[src/multiturn_encoder_unwrap_rate_average_unit_assert.svh]
// ----------------------------------------------------------------------------
// Assertion macros for the multi-turn encoder unwrap unit
// Simulation-only checks; the bodies compile away under synthesis.
// ----------------------------------------------------------------------------
`ifndef MULTITURN_ENCODER_UNWRAP_RATE_AVERAGE_UNIT_ASSERT_SVH
`define MULTITURN_ENCODER_UNWRAP_RATE_AVERAGE_UNIT_ASSERT_SVH

`ifndef SYNTHESIS

// Check a condition at every clock edge outside reset
`define MEURA_ASSERT_ALWAYS(lbl, clk, rst, expr) \
   lbl: assert property (@(posedge clk) disable iff (rst) (expr)) \
      else $error("assertion failed: condition violated");

// Check that a trigger is followed by a condition in the next cycle
`define MEURA_ASSERT_NEXT(lbl, clk, rst, trig, expr) \
   lbl: assert property (@(posedge clk) disable iff (rst) (trig) |=> (expr)) \
      else $error("assertion failed: next-cycle condition violated");

`else

`define MEURA_ASSERT_ALWAYS(lbl, clk, rst, expr)
`define MEURA_ASSERT_NEXT(lbl, clk, rst, trig, expr)

`endif

`endif

[src/meura_pkg.sv]
// ----------------------------------------------------------------------------
// meura_pkg
// Widths, constants and types shared by the encoder unwrap unit and its
// channel interfaces.
// ----------------------------------------------------------------------------
package meura_pkg;

   // Field widths
   localparam int RAW_W   = 13;
   localparam int DELTA_W = 14;
   localparam int TURN_W  = 24;
   localparam int CONT_W  = RAW_W + TURN_W;
   localparam int OFFS_W  = CONT_W + 1;
   localparam int ANGLE_W = 46;

   // Ring of recent deltas
   localparam int RING_DEPTH = 8;
   localparam int RING_SHIFT = $clog2(RING_DEPTH);
   localparam int SLOT_W     = (RING_DEPTH > 1) ? $clog2(RING_DEPTH) : 1;
   localparam int SUM_W      = DELTA_W + RING_SHIFT;

   // Encoder geometry
   localparam int HALF_TURN = 4096;
   localparam int FULL_TURN = 8192;

   typedef logic        [RAW_W-1:0]   raw_type;
   typedef logic signed [DELTA_W-1:0] delta_type;
   typedef logic signed [TURN_W-1:0]  turn_type;
   typedef logic signed [CONT_W-1:0]  cont_type;
   typedef logic signed [OFFS_W-1:0]  offs_type;
   typedef logic signed [ANGLE_W-1:0] angle_type;
   typedef logic signed [SUM_W-1:0]   sum_type;
   typedef logic        [SLOT_W-1:0]  slot_type;

   localparam turn_type  TURN_MAX = {1'b0, {(TURN_W-1){1'b1}}};
   localparam turn_type  TURN_MIN = {1'b1, {(TURN_W-1){1'b0}}};
   localparam delta_type HALF_POS = delta_type'(HALF_TURN);
   localparam delta_type HALF_NEG = -delta_type'(HALF_TURN);
   localparam delta_type WRAP_ADJ = delta_type'(FULL_TURN);
   localparam slot_type  SLOT_LAST = slot_type'(RING_DEPTH - 1);
   localparam sum_type   SUM_ROUND = sum_type'(RING_DEPTH - 1);

endpackage

[src/meura_req_if.sv]
// ----------------------------------------------------------------------------
// meura_req_if
// Input channel: one absolute encoder reading per transfer.
// ----------------------------------------------------------------------------
interface meura_req_if
   import meura_pkg::*;
   ();
   logic    valid;
   logic    ready;
   raw_type raw_position;

   modport source (output valid, output raw_position, input ready);
   modport sink   (input valid, input raw_position, output ready);
endinterface

[src/meura_rsp_if.sv]
// ----------------------------------------------------------------------------
// meura_rsp_if
// Result channel: unwrapped delta, turns, position, angle and average rate.
// ----------------------------------------------------------------------------
interface meura_rsp_if
   import meura_pkg::*;
   ();
   logic      valid;
   logic      ready;
   delta_type step_delta;
   turn_type  turn_count;
   cont_type  continuous_position;
   angle_type angle_scaled;
   delta_type average_delta;

   modport source (output valid, output step_delta, output turn_count,
                   output continuous_position, output angle_scaled,
                   output average_delta, input ready);
   modport sink   (input valid, input step_delta, input turn_count,
                   input continuous_position, input angle_scaled,
                   input average_delta, output ready);
endinterface

[src/meura_csr_if.sv]
// ----------------------------------------------------------------------------
// meura_csr_if
// Configuration write channel for the angle bias register.
// ----------------------------------------------------------------------------
interface meura_csr_if
   import meura_pkg::*;
   ();
   logic    valid;
   logic    ready;
   raw_type angle_bias;

   modport source (output valid, output angle_bias, input ready);
   modport sink   (input valid, input angle_bias, output ready);
endinterface

[src/multiturn_encoder_unwrap_rate_average_unit.sv]
// ----------------------------------------------------------------------------
// multiturn_encoder_unwrap_rate_average_unit
// Unwraps 13-bit absolute encoder readings into a multi-turn position, an
// angle in degrees times 8192 and a moving-average rate over the last deltas.
// ----------------------------------------------------------------------------
// Accepts one reading per clock while the result side does not stall, and
// returns one result per reading. Each reading passes through the stage 1,
// stage 2 and result registers before its result is presented. Full rate holds
// because the delta ring memory has one read and one write port: each item
// reads its slot in the accept cycle and writes it back when it leaves stage 1,
// with the write forwarded when the next item reads the same slot. The ring
// starts as all zero deltas through per-entry valid bits cleared by reset, so
// no clearing pass follows reset. The bias register is written through the csr
// channel, which is always ready; write it only while no item is in flight.
// ----------------------------------------------------------------------------
module multiturn_encoder_unwrap_rate_average_unit
   import meura_pkg::*;
(
   input  logic         clock,
   input  logic         reset,
   meura_req_if.sink    req,
   meura_rsp_if.source  rsp,
   meura_csr_if.sink    csr
);

`include "multiturn_encoder_unwrap_rate_average_unit_assert.svh"

   // Control state
   logic                  s1_valid_ff, s1_valid_in;
   logic                  s2_valid_ff, s2_valid_in;
   logic                  rsp_valid_ff, rsp_valid_in;
   raw_type               prev_ff, prev_in;
   turn_type              turns_ff, turns_in;
   slot_type              slot_ff, slot_in;
   sum_type               sum_ff, sum_in;
   raw_type               bias_ff, bias_in;
   logic [RING_DEPTH-1:0] ring_valid_ff, ring_valid_in;

   // Payload registers
   raw_type   s1_reading_ff;
   delta_type s1_delta_ff;
   turn_type  s1_turns_ff;
   slot_type  s1_slot_ff;
   delta_type rd_data_ff;
   logic      rd_hit_ff;
   delta_type s2_delta_ff;
   turn_type  s2_turns_ff;
   cont_type  s2_cont_ff;
   offs_type  s2_offs_ff;
   delta_type rsp_delta_ff;
   turn_type  rsp_turns_ff;
   cont_type  rsp_cont_ff;
   angle_type rsp_angle_ff;
   delta_type rsp_avg_ff;

   // Delta ring memory
   delta_type ring_mem [RING_DEPTH];

   logic      advance;
   logic      req_fire;
   logic      ring_wr;
   logic      fwd_hit;
   delta_type diff;
   delta_type delta;
   turn_type  turns_next;
   delta_type old_delta;
   cont_type  cont;
   offs_type  offs;
   sum_type   sum_next;
   angle_type offs_ext;
   angle_type angle;
   sum_type   sum_biased;
   delta_type avg;

   // Whole pipeline moves when the result register is free or being taken
   assign advance   = !rsp_valid_ff || rsp.ready;
   assign req.ready = advance;
   assign req_fire  = req.valid && advance;
   assign ring_wr   = s1_valid_ff && advance;
   assign fwd_hit   = ring_wr && (s1_slot_ff == slot_ff);
   assign csr.ready = 1'b1;

   // Stage 0: wrap-corrected delta and saturating turn count
   always_comb begin
      diff       = delta_type'({1'b0, req.raw_position}) - delta_type'({1'b0, prev_ff});
      delta      = diff;
      turns_next = turns_ff;
      if (diff < HALF_NEG) begin
         delta = diff + WRAP_ADJ;
         if (turns_ff != TURN_MAX) begin
            turns_next = turns_ff + turn_type'(1);
         end
      end else if (diff > HALF_POS) begin
         delta = diff - WRAP_ADJ;
         if (turns_ff != TURN_MIN) begin
            turns_next = turns_ff - turn_type'(1);
         end
      end
   end

   // Stage 1: position, bias offset and running ring sum
   always_comb begin
      old_delta = rd_hit_ff ? rd_data_ff : '0;
      cont      = {s1_turns_ff, s1_reading_ff};
      offs      = offs_type'(cont) - offs_type'({1'b0, bias_ff});
      sum_next  = sum_ff - sum_type'(old_delta) + sum_type'(s1_delta_ff);
   end

   // Stage 2: angle by shift-add (x360) and average truncated toward zero
   always_comb begin
      offs_ext   = angle_type'(s2_offs_ff);
      angle      = (offs_ext <<< 8) + (offs_ext <<< 6) + (offs_ext <<< 5)
                 + (offs_ext <<< 3);
      sum_biased = sum_ff[SUM_W-1] ? (sum_ff + SUM_ROUND) : sum_ff;
      avg        = delta_type'(sum_biased >>> RING_SHIFT);
   end

   // Next control state
   always_comb begin
      s1_valid_in   = s1_valid_ff;
      s2_valid_in   = s2_valid_ff;
      rsp_valid_in  = rsp_valid_ff;
      prev_in       = prev_ff;
      turns_in      = turns_ff;
      slot_in       = slot_ff;
      sum_in        = sum_ff;
      bias_in       = bias_ff;
      ring_valid_in = ring_valid_ff;
      if (advance) begin
         s1_valid_in  = req.valid;
         s2_valid_in  = s1_valid_ff;
         rsp_valid_in = s2_valid_ff;
      end
      if (req_fire) begin
         prev_in  = req.raw_position;
         turns_in = turns_next;
         slot_in  = (slot_ff == SLOT_LAST) ? '0 : slot_ff + slot_type'(1);
      end
      if (ring_wr) begin
         sum_in = sum_next;
         ring_valid_in[s1_slot_ff] = 1'b1;
      end
      if (csr.valid) begin
         bias_in = csr.angle_bias;
      end
   end

   // Control registers
   always_ff @(posedge clock) begin
      if (reset) begin
         s1_valid_ff   <= 1'b0;
         s2_valid_ff   <= 1'b0;
         rsp_valid_ff  <= 1'b0;
         prev_ff       <= '0;
         turns_ff      <= '0;
         slot_ff       <= '0;
         sum_ff        <= '0;
         bias_ff       <= '0;
         ring_valid_ff <= '0;
      end else begin
         s1_valid_ff   <= s1_valid_in;
         s2_valid_ff   <= s2_valid_in;
         rsp_valid_ff  <= rsp_valid_in;
         prev_ff       <= prev_in;
         turns_ff      <= turns_in;
         slot_ff       <= slot_in;
         sum_ff        <= sum_in;
         bias_ff       <= bias_in;
         ring_valid_ff <= ring_valid_in;
      end
   end

   // Ring memory: read at accept, write back from stage 1, forward same slot
   always_ff @(posedge clock) begin
      if (ring_wr) begin
         ring_mem[s1_slot_ff] <= s1_delta_ff;
      end
      if (req_fire) begin
         if (fwd_hit) begin
            rd_data_ff <= s1_delta_ff;
            rd_hit_ff  <= 1'b1;
         end else begin
            rd_data_ff <= ring_mem[slot_ff];
            rd_hit_ff  <= ring_valid_ff[slot_ff];
         end
      end
   end

   // Pipeline payload
   always_ff @(posedge clock) begin
      if (req_fire) begin
         s1_reading_ff <= req.raw_position;
         s1_delta_ff   <= delta;
         s1_turns_ff   <= turns_next;
         s1_slot_ff    <= slot_ff;
      end
      if (advance) begin
         s2_delta_ff  <= s1_delta_ff;
         s2_turns_ff  <= s1_turns_ff;
         s2_cont_ff   <= cont;
         s2_offs_ff   <= offs;
         rsp_delta_ff <= s2_delta_ff;
         rsp_turns_ff <= s2_turns_ff;
         rsp_cont_ff  <= s2_cont_ff;
         rsp_angle_ff <= angle;
         rsp_avg_ff   <= avg;
      end
   end

   assign rsp.valid               = rsp_valid_ff;
   assign rsp.step_delta          = rsp_delta_ff;
   assign rsp.turn_count          = rsp_turns_ff;
   assign rsp.continuous_position = rsp_cont_ff;
   assign rsp.angle_scaled        = rsp_angle_ff;
   assign rsp.average_delta       = rsp_avg_ff;

   // Turn count moves by at most one per transfer
   `MEURA_ASSERT_NEXT(a_turn_step, clock, reset, req_fire, ((turns_ff - $past(turns_ff)) == turn_type'(0)) || ((turns_ff - $past(turns_ff)) == turn_type'(1)) || ((turns_ff - $past(turns_ff)) == -turn_type'(1)))
   // Corrected delta stays within half a turn
   `MEURA_ASSERT_ALWAYS(a_delta_range, clock, reset, !s1_valid_ff || ((s1_delta_ff >= HALF_NEG) && (s1_delta_ff <= HALF_POS)))
   // Running sum stays within the ring's reach
   `MEURA_ASSERT_ALWAYS(a_sum_range, clock, reset, (sum_ff >= -sum_type'(RING_DEPTH * HALF_TURN)) && (sum_ff <= sum_type'(RING_DEPTH * HALF_TURN)))
   // An item leaving stage 2 lands in the result register
   `MEURA_ASSERT_NEXT(a_rsp_load, clock, reset, s2_valid_ff && advance, rsp_valid_ff)

endmodule
[src/flat_wrapper.sv]
// flat-port wrapper written by rule: the top's interface ports become plain ports
module multiturn_encoder_unwrap_rate_average_unit_flat import meura_pkg::*;
  (clock, reset, req_valid, req_raw_position, req_ready, rsp_valid, rsp_step_delta, rsp_turn_count, rsp_continuous_position, rsp_angle_scaled, rsp_average_delta, rsp_ready, csr_valid, csr_angle_bias, csr_ready);
  meura_req_if req_i ();
  meura_rsp_if rsp_i ();
  meura_csr_if csr_i ();
  input  logic clock;
  input  logic reset;
  input wire logic [$bits(req_i.valid)-1:0] req_valid;
  input wire logic [$bits(req_i.raw_position)-1:0] req_raw_position;
  output wire logic [$bits(req_i.ready)-1:0] req_ready;
  output wire logic [$bits(rsp_i.valid)-1:0] rsp_valid;
  output wire logic [$bits(rsp_i.step_delta)-1:0] rsp_step_delta;
  output wire logic [$bits(rsp_i.turn_count)-1:0] rsp_turn_count;
  output wire logic [$bits(rsp_i.continuous_position)-1:0] rsp_continuous_position;
  output wire logic [$bits(rsp_i.angle_scaled)-1:0] rsp_angle_scaled;
  output wire logic [$bits(rsp_i.average_delta)-1:0] rsp_average_delta;
  input wire logic [$bits(rsp_i.ready)-1:0] rsp_ready;
  input wire logic [$bits(csr_i.valid)-1:0] csr_valid;
  input wire logic [$bits(csr_i.angle_bias)-1:0] csr_angle_bias;
  output wire logic [$bits(csr_i.ready)-1:0] csr_ready;
  assign req_i.valid = req_valid;
  assign req_i.raw_position = req_raw_position;
  assign req_ready = req_i.ready;
  assign rsp_valid = rsp_i.valid;
  assign rsp_step_delta = rsp_i.step_delta;
  assign rsp_turn_count = rsp_i.turn_count;
  assign rsp_continuous_position = rsp_i.continuous_position;
  assign rsp_angle_scaled = rsp_i.angle_scaled;
  assign rsp_average_delta = rsp_i.average_delta;
  assign rsp_i.ready = rsp_ready;
  assign csr_i.valid = csr_valid;
  assign csr_i.angle_bias = csr_angle_bias;
  assign csr_ready = csr_i.ready;
  multiturn_encoder_unwrap_rate_average_unit u_core (.clock(clock), .reset(reset), .req(req_i), .rsp(rsp_i), .csr(csr_i));
endmodule
[config.mk]
export PLATFORM = sky130hd
export DESIGN_NAME = multiturn_encoder_unwrap_rate_average_unit_flat
export DESIGN_NICKNAME = d
export VERILOG_FILES = /design/src/meura_pkg.sv /design/src/meura_req_if.sv /design/src/meura_rsp_if.sv /design/src/meura_csr_if.sv /design/src/multiturn_encoder_unwrap_rate_average_unit.sv /design/src/flat_wrapper.sv
export VERILOG_INCLUDE_DIRS = /design/src /design/src/src
export SDC_FILE = /design/constraint.sdc
export NUM_CORES = 1
export LEC_CHECK = 0
export BUFFER_PORTS_ARGS = -buffer_cell sky130_fd_sc_hd__buf_2
export CORE_ASPECT_RATIO = 1.75
export CORE_MARGIN = 2
export CORE_UTILIZATION = 30
export CTS_CLUSTER_DIAMETER = 120
export DETAILED_ROUTE_END_ITERATION = 8
export SLEW_MARGIN = 20
export SYNTH_ARGS = -nofsm -noshare
export SYNTH_HDL_FRONTEND = slang
export SYNTH_SLANG_ARGS = --single-unit
[constraint.sdc]
create_clock -name clock -period 7.4 [get_ports clock]
set_clock_uncertainty 0.15 [all_clocks]
set_input_delay 0.37 -clock clock [delete_from_list [all_inputs] [get_ports clock]]
set_output_delay 0.37 -clock clock [all_outputs]
set_load 0.005 [all_outputs]
==> out/metrics.csv, run 1 <==
metric,value,unit
grt_start_max_net_pins,152,
place_hpwl,43300,um
hold_class,input pin to flop,
gp_congestion,0.902,
tns,0,ns
r2r_cells,14,
drc,0,
grt_overflow,0,
irDropWorstVdd,0.281,mV
synth-main-ff-cell,edfxtp_1,
grt_pass1_vias,15900,
drt-initial-drc-count,948,
layout_common_cells,"edfxtp_1, inv_1, buf_2",
final.fill_count,7773,
start_util,30.3,%
relSlewSlack,27.0,%
cap_violations,0,
die_area,0.0828,mm2
fin_nets,2366,
clockBufferDepth,3,
ant_nets,0,
rsz0062_at_grt,false,
hold_slack,0.0430,ns
num_vias,15600,
cellPowerDensity,437,mW/mm2
worst_pin_slew,1.09,ns
avgSynthCellArea,12.1,um2
drt_first_pass_iters,5,
pre_cts_slack,2.15,ns
required,7.59,ns
postCtsSetupRepairBufs,0,
power,12.1,mW
outcome,"finished, final reports clean",
root_buffer,clkbuf_16,
grt_pass1_wl,90200,um
grt_antenna_before_repair,3,
start_kind,flop,
dpl.cell_count,3121,
synth-seq-area-share,53.8,%
drt-total-wl,59300,um
clk_pin_slew,0.07,ns
ys_warn_count,0,
ios,169,
area_growth,15.1,%
viasPerCell,4.83,
finalHoldViolCount,0,
synth.cell_area,0.0241,mm2
synthCells,1997,
async_reset_ff_share,0,%
holdPathStages,3,
path_class,flop to flop,
wl_per_cell,18.4,um
finalCritPeriodShare,70.9,%
p_leak,11.0,nW
multi_input_area,0.00987,mm2
fin_crit,5.25,ns
critPathMaxFanout,5,
dieWidth,218,um
numCtsBuffers,44,
arrival,5.44,ns
synth_cell_type_count,86,
cts_tree,done,
core,0.0797,mm2
clock_latency,0.62,ns
drive_above_1_share,15.1,%
portBuffers,164,
final-seq-area,0.0130,mm2
stdcell_count,3231,
setup_viol,0,
drv_slew,0,
ys_ff_latch,459,
clock_sink_count,459,
track_usage,14.2,%
end_kind,flop,
rows,137,
max_freq,191,MHz
synth_edf_count,378,
fp.dieH,379,um
mostFrequentLayoutCell,edfxtp_1,
htreeDepth,2,
fin_ws,2.15,ns
-- per-layer routing --
layer  vias up  share of wire (%)  track usage [%]
met3       123                3.8             1.61
met5         -              0.039                0
li1       7379                  -                -
met1      7711                 37             15.0
met4         4                5.1             7.56
met2       398                 54             27.2
-- sequential cells by signal (all words and copies together), names as in the netlist, 3 cells and up --
register                        count
u_core.rsp.angle_scaled            43
u_core.prev_ff                     13
u_core.s1_turns_ff                 24
u_core.turns_ff                    24
u_core.rsp.continuous_position     37
u_core.s2_cont_ff                  37
u_core.s1_slot_ff                   3
u_core.sum_ff                      17
u_core.s2_offs_ff                  38
u_core.rsp.step_delta              14
u_core.rd_data_ff                  14
u_core.s1_reading_ff               13
u_core.s1_delta_ff                 14
u_core.slot_ff                      3
u_core.s2_delta_ff                 14
u_core.ring_mem                   112
u_core.rsp.average_delta           14
u_core.ring_valid_ff                8
u_core.bias_ff                     13
-- final cells by class --
| cell class | count | area share (%) |
|---|---|---|
| tap | 1042 | 4.69 |
| inverter | 228 | 3.10 |
| clock inverter | 24 | 1.00 |
| clock buffer | 58 | 4.59 |
| antenna | 1 | 0.00901 |
| multi-input combinational | 1214 | 35.5 |
| timing repair buffer | 205 | 4.36 |
| sequential | 459 | 46.7 |
-- cell usage after synthesis, drive strengths merged, types with 27 or more instances --
cell type / number / share of area [%]
a21o: 27 / 0.84
a21oi: 95 / 2.0
buf: 44 / 1.2
clkbuf: 54 / 0.84
dfxtp: 81 / 6.7
edfxtp: 378 / 47
fa: 89 / 7.4
ha: 94 / 4.9
inv: 226 / 3.5
mux2i: 29 / 1.2
mux4: 30 / 2.8
nand2: 149 / 2.3
nand3: 51 / 1.1
nand4: 28 / 0.73
nor2: 110 / 1.7
nor3: 38 / 0.79
o21ai: 45 / 0.93
xnor2: 92 / 3.3
xor2: 32 / 1.2
-- stage by stage --
step	utilization, %	instance area [um2]
floorplan	-	24100
global placement	32.6	26000
detailed placement	32.6	26000
CTS	34.8	27800
global route	34.9	27800
finish	34.9	27800
-- power by group --
group	switching, mW	total, mW	internal [mW]
Clock	1.05	2.37	1.31
Combinational	3.33	5.87	2.55
Sequential	0.313	3.91	3.60
Total	4.69	12.1	7.46
-- kinds of logic (layout without fill, tap and decap cells) --
logic type                 after synthesis  in the layout  synth area share (%)
AOI/OAI and AO/OA                      302            302                  8.36
muxes                                   66             66                  4.33
DFF                                    459            459                  53.8
and+or+nand+nor                        535            535                  11.1
other                                    2              5                0.0311
buffers and inverters                  326            515                  5.62
xor gates and xnor gates               124            124                  4.50
adders and majority gates              183            183                  12.3
-- timing repair --
item,in CTS,in global routing
resized for setup,0,0
endpoints found under the hold margin,42,0
endpoints found under the setup margin,0,0
hold buffers,27,0
-- worst max-delay path: stages, from the launching register on --
cell and delay (ns):
edfxtp_1 0.37, inv_1 0.22, fa_1 0.48, fa_1 0.52
inv_1 0.04, ha_1 0.35, a2111oi_0 0.58, o21a_1 0.25
nor2_1 0.09, a311oi_1 0.73, nor2_1 0.23, or3b_2 0.53
a21o_1 0.21, a21oi_1 0.18, xnor2_1 0.08
-- final timing paths --
kind,start,to,slack (ns)
setup / recovery,u_core.s2_offs_ff[7]$_DFFE_PN_,u_core.rsp.angle_scaled[32]$_DFFE_PN_,2.15
hold reg to reg,u_core.s2_delta_ff[10]$_DFFE_PN_,u_core.rsp.step_delta[10]$_DFFE_PN_,0.27
hold / removal,reset,u_core.turns_ff[12]$_SDFFE_PP0P_,0.04
setup reg to reg,u_core.s2_offs_ff[7]$_DFFE_PN_,u_core.rsp.angle_scaled[32]$_DFFE_PN_,2.15
(Power assumes the default switching activity.)
==> run 2, diff against run 1 <==
Clock period 7.4 ns to 5.3 ns, I/O delays scaled along.
==> out/metrics.csv, run 2 (synthesis gave the netlist of run 1 again) <==
metric,value,unit,change
max_freq,202,MHz,was 191 MHz
required,5.49,ns,was 7.59 ns
final-seq-area,0.0130,mm2,unchanged
multi_input_area,0.00986,mm2,was 0.00987 mm2
fp.dieH,379,um,unchanged
grt_pass1_vias,16000,,was 15900
drt-total-wl,59900,um,was 59300 um
ctsHoldBuffers,28,,was 27
drv_slew,0,,unchanged
layout_common_cells,"edfxtp_1, inv_1, buf_2",,unchanged
max_flop_register,u_core.ring_mem,,unchanged
grt_pass1_wl,91600,um,was 90200 um
final.fill_count,7795,,was 7773
outcome,"finished, final reports clean",,unchanged
ant_nets,0,,unchanged
antennaDiodeCount,0,,was 1
num_vias,15500,,was 15600
viasPerCell,4.79,,was 4.83
place_hpwl,44600,um,was 43300 um
gp_congestion,0.869,,was 0.902
track_usage,14.5,%,was 14.2%
relSlewSlack,27.3,%,was 27.0%
post_cts_resized,0,,unchanged
rows,137,,unchanged
clockBufferDepth,3,,unchanged
cap_violations,0,,unchanged
grt_start_max_net_pins,156,,was 152
clock_sink_count,459,,unchanged
cellPowerDensity,611,mW/mm2,was 437 mW/mm2
cpPeakStageDelay,0.93,ns,was 0.73 ns
cp_slowest_cell,o41ai_1,,was a311oi_1
p_leak,11.0,nW,about the same
ios,169,,unchanged
drt_first_pass_iters,5,,unchanged
end_kind,flop,,unchanged
fin_nets,2374,,was 2366
cts_tree,done,,unchanged
arrival,5.15,ns,was 5.44 ns
root_buffer,clkbuf_16,,unchanged
grt_overflow,0,,unchanged
power,16.9,mW,was 12.1 mW
path_buf_inv,3,,was 2
start_util,30.3,%,unchanged
fin_ws,0.339,ns,was 2.15 ns
area_growth,14.9,%,was 15.1%
wl_per_cell,18.5,um,was 18.4 um
clk_pin_slew,0.07,ns,about the same
portBuffers,164,,unchanged
mostFrequentLayoutCell,edfxtp_1,,unchanged
cp_top_family,compound AO/OA/AOI/OAI gates,,unchanged
fin_util,34.8,%,was 34.9%
finalCritPeriodShare,93.6,%,was 70.9%
finalHoldViolCount,0,,unchanged
rsz0062_at_grt,false,,unchanged
pre_cts_slack,0.369,ns,was 2.15 ns
largest_reg_flops,112,,unchanged
dieWidth,218,um,unchanged
drive_above_1_share,14.8,%,was 15.1%
path_class,flop to flop,,unchanged
tns,0,ns,unchanged
drt-initial-drc-count,995,,was 948
drc,0,,unchanged
grt_antenna_before_repair,4,,was 3
die_area,0.0828,mm2,unchanged
fin_crit,4.96,ns,was 5.25 ns
worst_pin_slew,1.09,ns,about the same
clock_latency,0.63,ns,was 0.62 ns
htreeDepth,2,,unchanged
cp_cell_sequence,"inv_1, fa_1, fa_1, inv_1, ha_1, a211oi_1, nor2_1, o22ai_1, o41ai_1, buf_4, a211oi_1, or2_2, o2111ai_1, a21oi_1, xnor2_1",,"was inv_1, fa_1, fa_1, inv_1, ha_1, a2111oi_0, o21a_1, nor2_1, a311oi_1, nor2_1, or3b_2, a21o_1, a21oi_1, xnor2_1"
setup_viol,0,,unchanged
postCtsSetupRepairBufs,0,,unchanged
hold_class,input pin to flop,,unchanged
start_kind,flop,,unchanged
core,0.0797,mm2,unchanged
critPathMaxFanout,5,,unchanged
numCtsBuffers,45,,was 44
hold_slack,0.0414,ns,was 0.0430 ns
irDropWorstVdd,0.424,mV,was 0.281 mV
-- run 2: changes by cell type in the layout (fill, tap and decap cells not counted), sizes merged --
cell,before,now
clkinv,19,18
buf,178,184
dlygate4sd3,27,28
clkbuf,58,62
diode,1,0
clkinvlp,3,2
-- run 2: metrics by stage --
stage,instances,cell area (um2)
detailed placement,3127,26000
CTS,3239,27700
global placement,3127,26000
global route,3239,27700
floorplan,1999,24100
finish,3239,27700
-- run 2: worst min-delay path, cell delays in order --
cell and delay, ns:
buf_2 0.26, mux2i_1 0.18, nor2_1 0.07
-- run 2: final timing paths --
kind,depth (start not counted),slack (ns),endpoint,startpoint
hold reg to reg,0,0.27,u_core.rsp.continuous_position[29]$_DFFE_PN_,u_core.s2_cont_ff[29]$_DFFE_PN_
setup / recovery,15,0.34,u_core.rsp.angle_scaled[31]$_DFFE_PN_,u_core.s2_offs_ff[3]$_DFFE_PN_
setup reg to reg,15,0.34,u_core.rsp.angle_scaled[31]$_DFFE_PN_,u_core.s2_offs_ff[3]$_DFFE_PN_
hold / removal,3,0.04,u_core.bias_ff[4]$_SDFFE_PP0P_,csr_valid
-- run 2: final cells by class --
type                            count  area share, %
Inverter                          228           3.10
Timing Repair Buffer              212           4.57
Clock buffer                       62           4.44
Tap cell                         1042           4.70
Multi-Input combinational cell   1214           35.6
Sequential cell                   459           46.8
Clock inverter                     22          0.848
-- run 2: per-layer routing --
layer	vias to the layer above	track usage (%)	wire length, um
li1	7384	-	-
met1	7642	15.0	22000
met2	345	27.2	31800
met3	138	1.89	2160
met4	8	9.07	3910
met5	-	0	55
-- run 2: power breakdown --
group          switching, mW  internal [mW]
clock                   1.45           1.75
sequential             0.444           5.02
combinational           4.65           3.61
==> run 3, diff against run 2 <==
Settings changed: MAX_ROUTING_LAYER set to met4.
==> out/metrics.csv, run 3 (synthesis gave the netlist of run 1 again) <==
metric,value,unit,change
outcome,"finished, final reports clean",,unchanged
fp.dieH,379,um,unchanged
final-seq-area,0.0130,mm2,unchanged
irDropWorstVdd,0.480,mV,was 0.424 mV
grt_pass1_vias,15900,,was 16000
r2r_slack,0.47,ns,was 0.34 ns
hold_class,input pin to flop,,unchanged
fin_nets,2374,,unchanged
start_kind,flop,,unchanged
postCtsSetupRepairBufs,0,,unchanged
cellPowerDensity,614,mW/mm2,was 611 mW/mm2
grt_start_max_net_pins,156,,unchanged
cts_tree,done,,unchanged
setup_viol,0,,unchanged
place_hpwl,45100,um,was 44600 um
multi_input_area,0.00987,mm2,was 0.00986 mm2
ant_nets,0,,unchanged
max_freq,207,MHz,was 202 MHz
drv_slew,0,,unchanged
stdcell_count,3244,,was 3239
rsz0062_at_grt,false,,unchanged
start_util,30.3,%,unchanged
clockBufferDepth,3,,unchanged
critPathMaxFanout,4,,was 5
clock_latency,0.62,ns,was 0.63 ns
finalCritPeriodShare,91.1,%,was 93.6%
grt_overflow,0,,unchanged
clk_pin_slew,0.07,ns,about the same
required,5.50,ns,was 5.49 ns
portBuffers,164,,unchanged
arrival,5.03,ns,was 5.15 ns
viasPerCell,4.77,,was 4.79
dpl.cell_count,3128,,was 3127
final.fill_count,7774,,was 7795
cap_violations,0,,unchanged
num_vias,15500,,about the same
grt_antenna_before_repair,7,,was 4
grt_pass1_wl,92000,um,was 91600 um
final_cell_area,0.0278,mm2,was 0.0277 mm2
worst_pin_slew,1.03,ns,was 1.09 ns
dpl_cell_area,0.0260,mm2,about the same
gp_congestion,0.868,,was 0.869
layout_common_cells,"edfxtp_1, inv_1, buf_2",,unchanged
track_usage,14.9,%,was 14.5%
rows,137,,unchanged
finalHoldViolCount,0,,unchanged
mostFrequentLayoutCell,edfxtp_1,,unchanged
hold_slack,0.0459,ns,was 0.0414 ns
numCtsBuffers,44,,was 45
p_leak,11.0,nW,about the same
drt-initial-drc-count,863,,was 995
root_buffer,clkbuf_16,,unchanged
fin_crit,4.83,ns,was 4.96 ns
drt-total-wl,60100,um,was 59900 um
core,0.0797,mm2,unchanged
relSlewSlack,31.5,%,was 27.3%
path_class,flop to flop,,unchanged
dieWidth,218,um,unchanged
drt_first_pass_iters,5,,unchanged
wl_per_cell,18.5,um,about the same
max_flop_register,u_core.ring_mem,,unchanged
drive_above_1_share,15.0,%,was 14.8%
end_kind,flop,,unchanged
die_area,0.0828,mm2,unchanged
ios,169,,unchanged
area_growth,15.3,%,was 14.9%
tns,0,ns,unchanged
htreeDepth,2,,unchanged
largest_reg_flops,112,,unchanged
drc,0,,unchanged
clock_sink_count,459,,unchanged
==> run 3: cell count changes in the layout (fill, tap and decap cells not counted), sizes merged <==
cell	previous run	this run
clkbuf	62	51
bufinv	2	5
clkinv	18	20
clkinvlp	2	7
buf	184	185
inv	228	227
diode	0	6
==> run 3: per-layer routing <==
layer,vias up,share of wire (%),track usage (%),wire (um)
li1,7393,-,-,-
met1,7594,37,15.2,22100
met2,367,54,27.6,32400
met3,131,3.4,1.79,2050
met4,0,5.9,8.16,3570
met5,-,0,-,0
==> run 3: timing repair <==
item / 4_1_cts / 5_1_grt
endpoints found under the hold margin: 47 / 0
hold buffers: 28 / 0
setup endpoints to repair: 0 / 1
resized for setup: 0 / 1
==> run 3: power by group <==
| part | internal [mW] | switching (mW) |
|---|---|---|
| clock network | 1.82 | 1.46 |
| registers | 5.02 | 0.448 |
| logic | 3.63 | 4.70 |
| total | 10.5 | 6.61 |
==> run 3: metrics by stage <==
step | utilization [%] | power [mW] | setup slack (ns)
global placement | 32.6 | 13.7 | 0.436
global route | 34.9 | 18.5 | 0.245
detailed placement | 32.6 | 13.9 | 0.348
floorplan | - | 11.6 | 0.0877
finish | 34.9 | 17.1 | 0.470
CTS | 34.9 | 17.3 | 0.319
==> run 3: final timing paths <==
kind | end | cells past startpoint | start
worst max-delay path | u_core.rsp.angle_scaled[45]$_DFFE_PN_ | 14 | u_core.s2_offs_ff[0]$_DFFE_PN_
worst min register to register | u_core.rsp.continuous_position[27]$_DFFE_PN_ | 0 | u_core.s2_cont_ff[27]$_DFFE_PN_
worst max register to register | u_core.rsp.angle_scaled[45]$_DFFE_PN_ | 14 | u_core.s2_offs_ff[0]$_DFFE_PN_
worst min-delay path | u_core.bias_ff[4]$_SDFFE_PP0P_ | 3 | csr_valid
==> run 3: layout make-up <==
class / count / share of cell area (%)
Timing Repair Buffer: 213 / 4.58
Tap cell: 1042 / 4.69
Inverter: 228 / 3.09
Multi-Input combinational cell: 1214 / 35.5
Sequential cell: 459 / 46.6
Clock inverter: 31 / 1.37
Antenna cell: 6 / 0.0540
Clock buffer: 51 / 4.09
==> run 3: critical path, stage by stage (launching register included) <==
cell and delay, ns:
edfxtp_1 0.43, inv_1 0.09, fa_1 0.53, inv_1 0.05, fa_1 0.50, fa_1 0.49
a211oi_1 0.26, nor2_1 0.12, o22ai_1 0.30, o41ai_2 0.21, a2111o_1 0.46, a311o_1 0.39
a221oi_1 0.32, o21bai_1 0.12, xor2_1 0.15
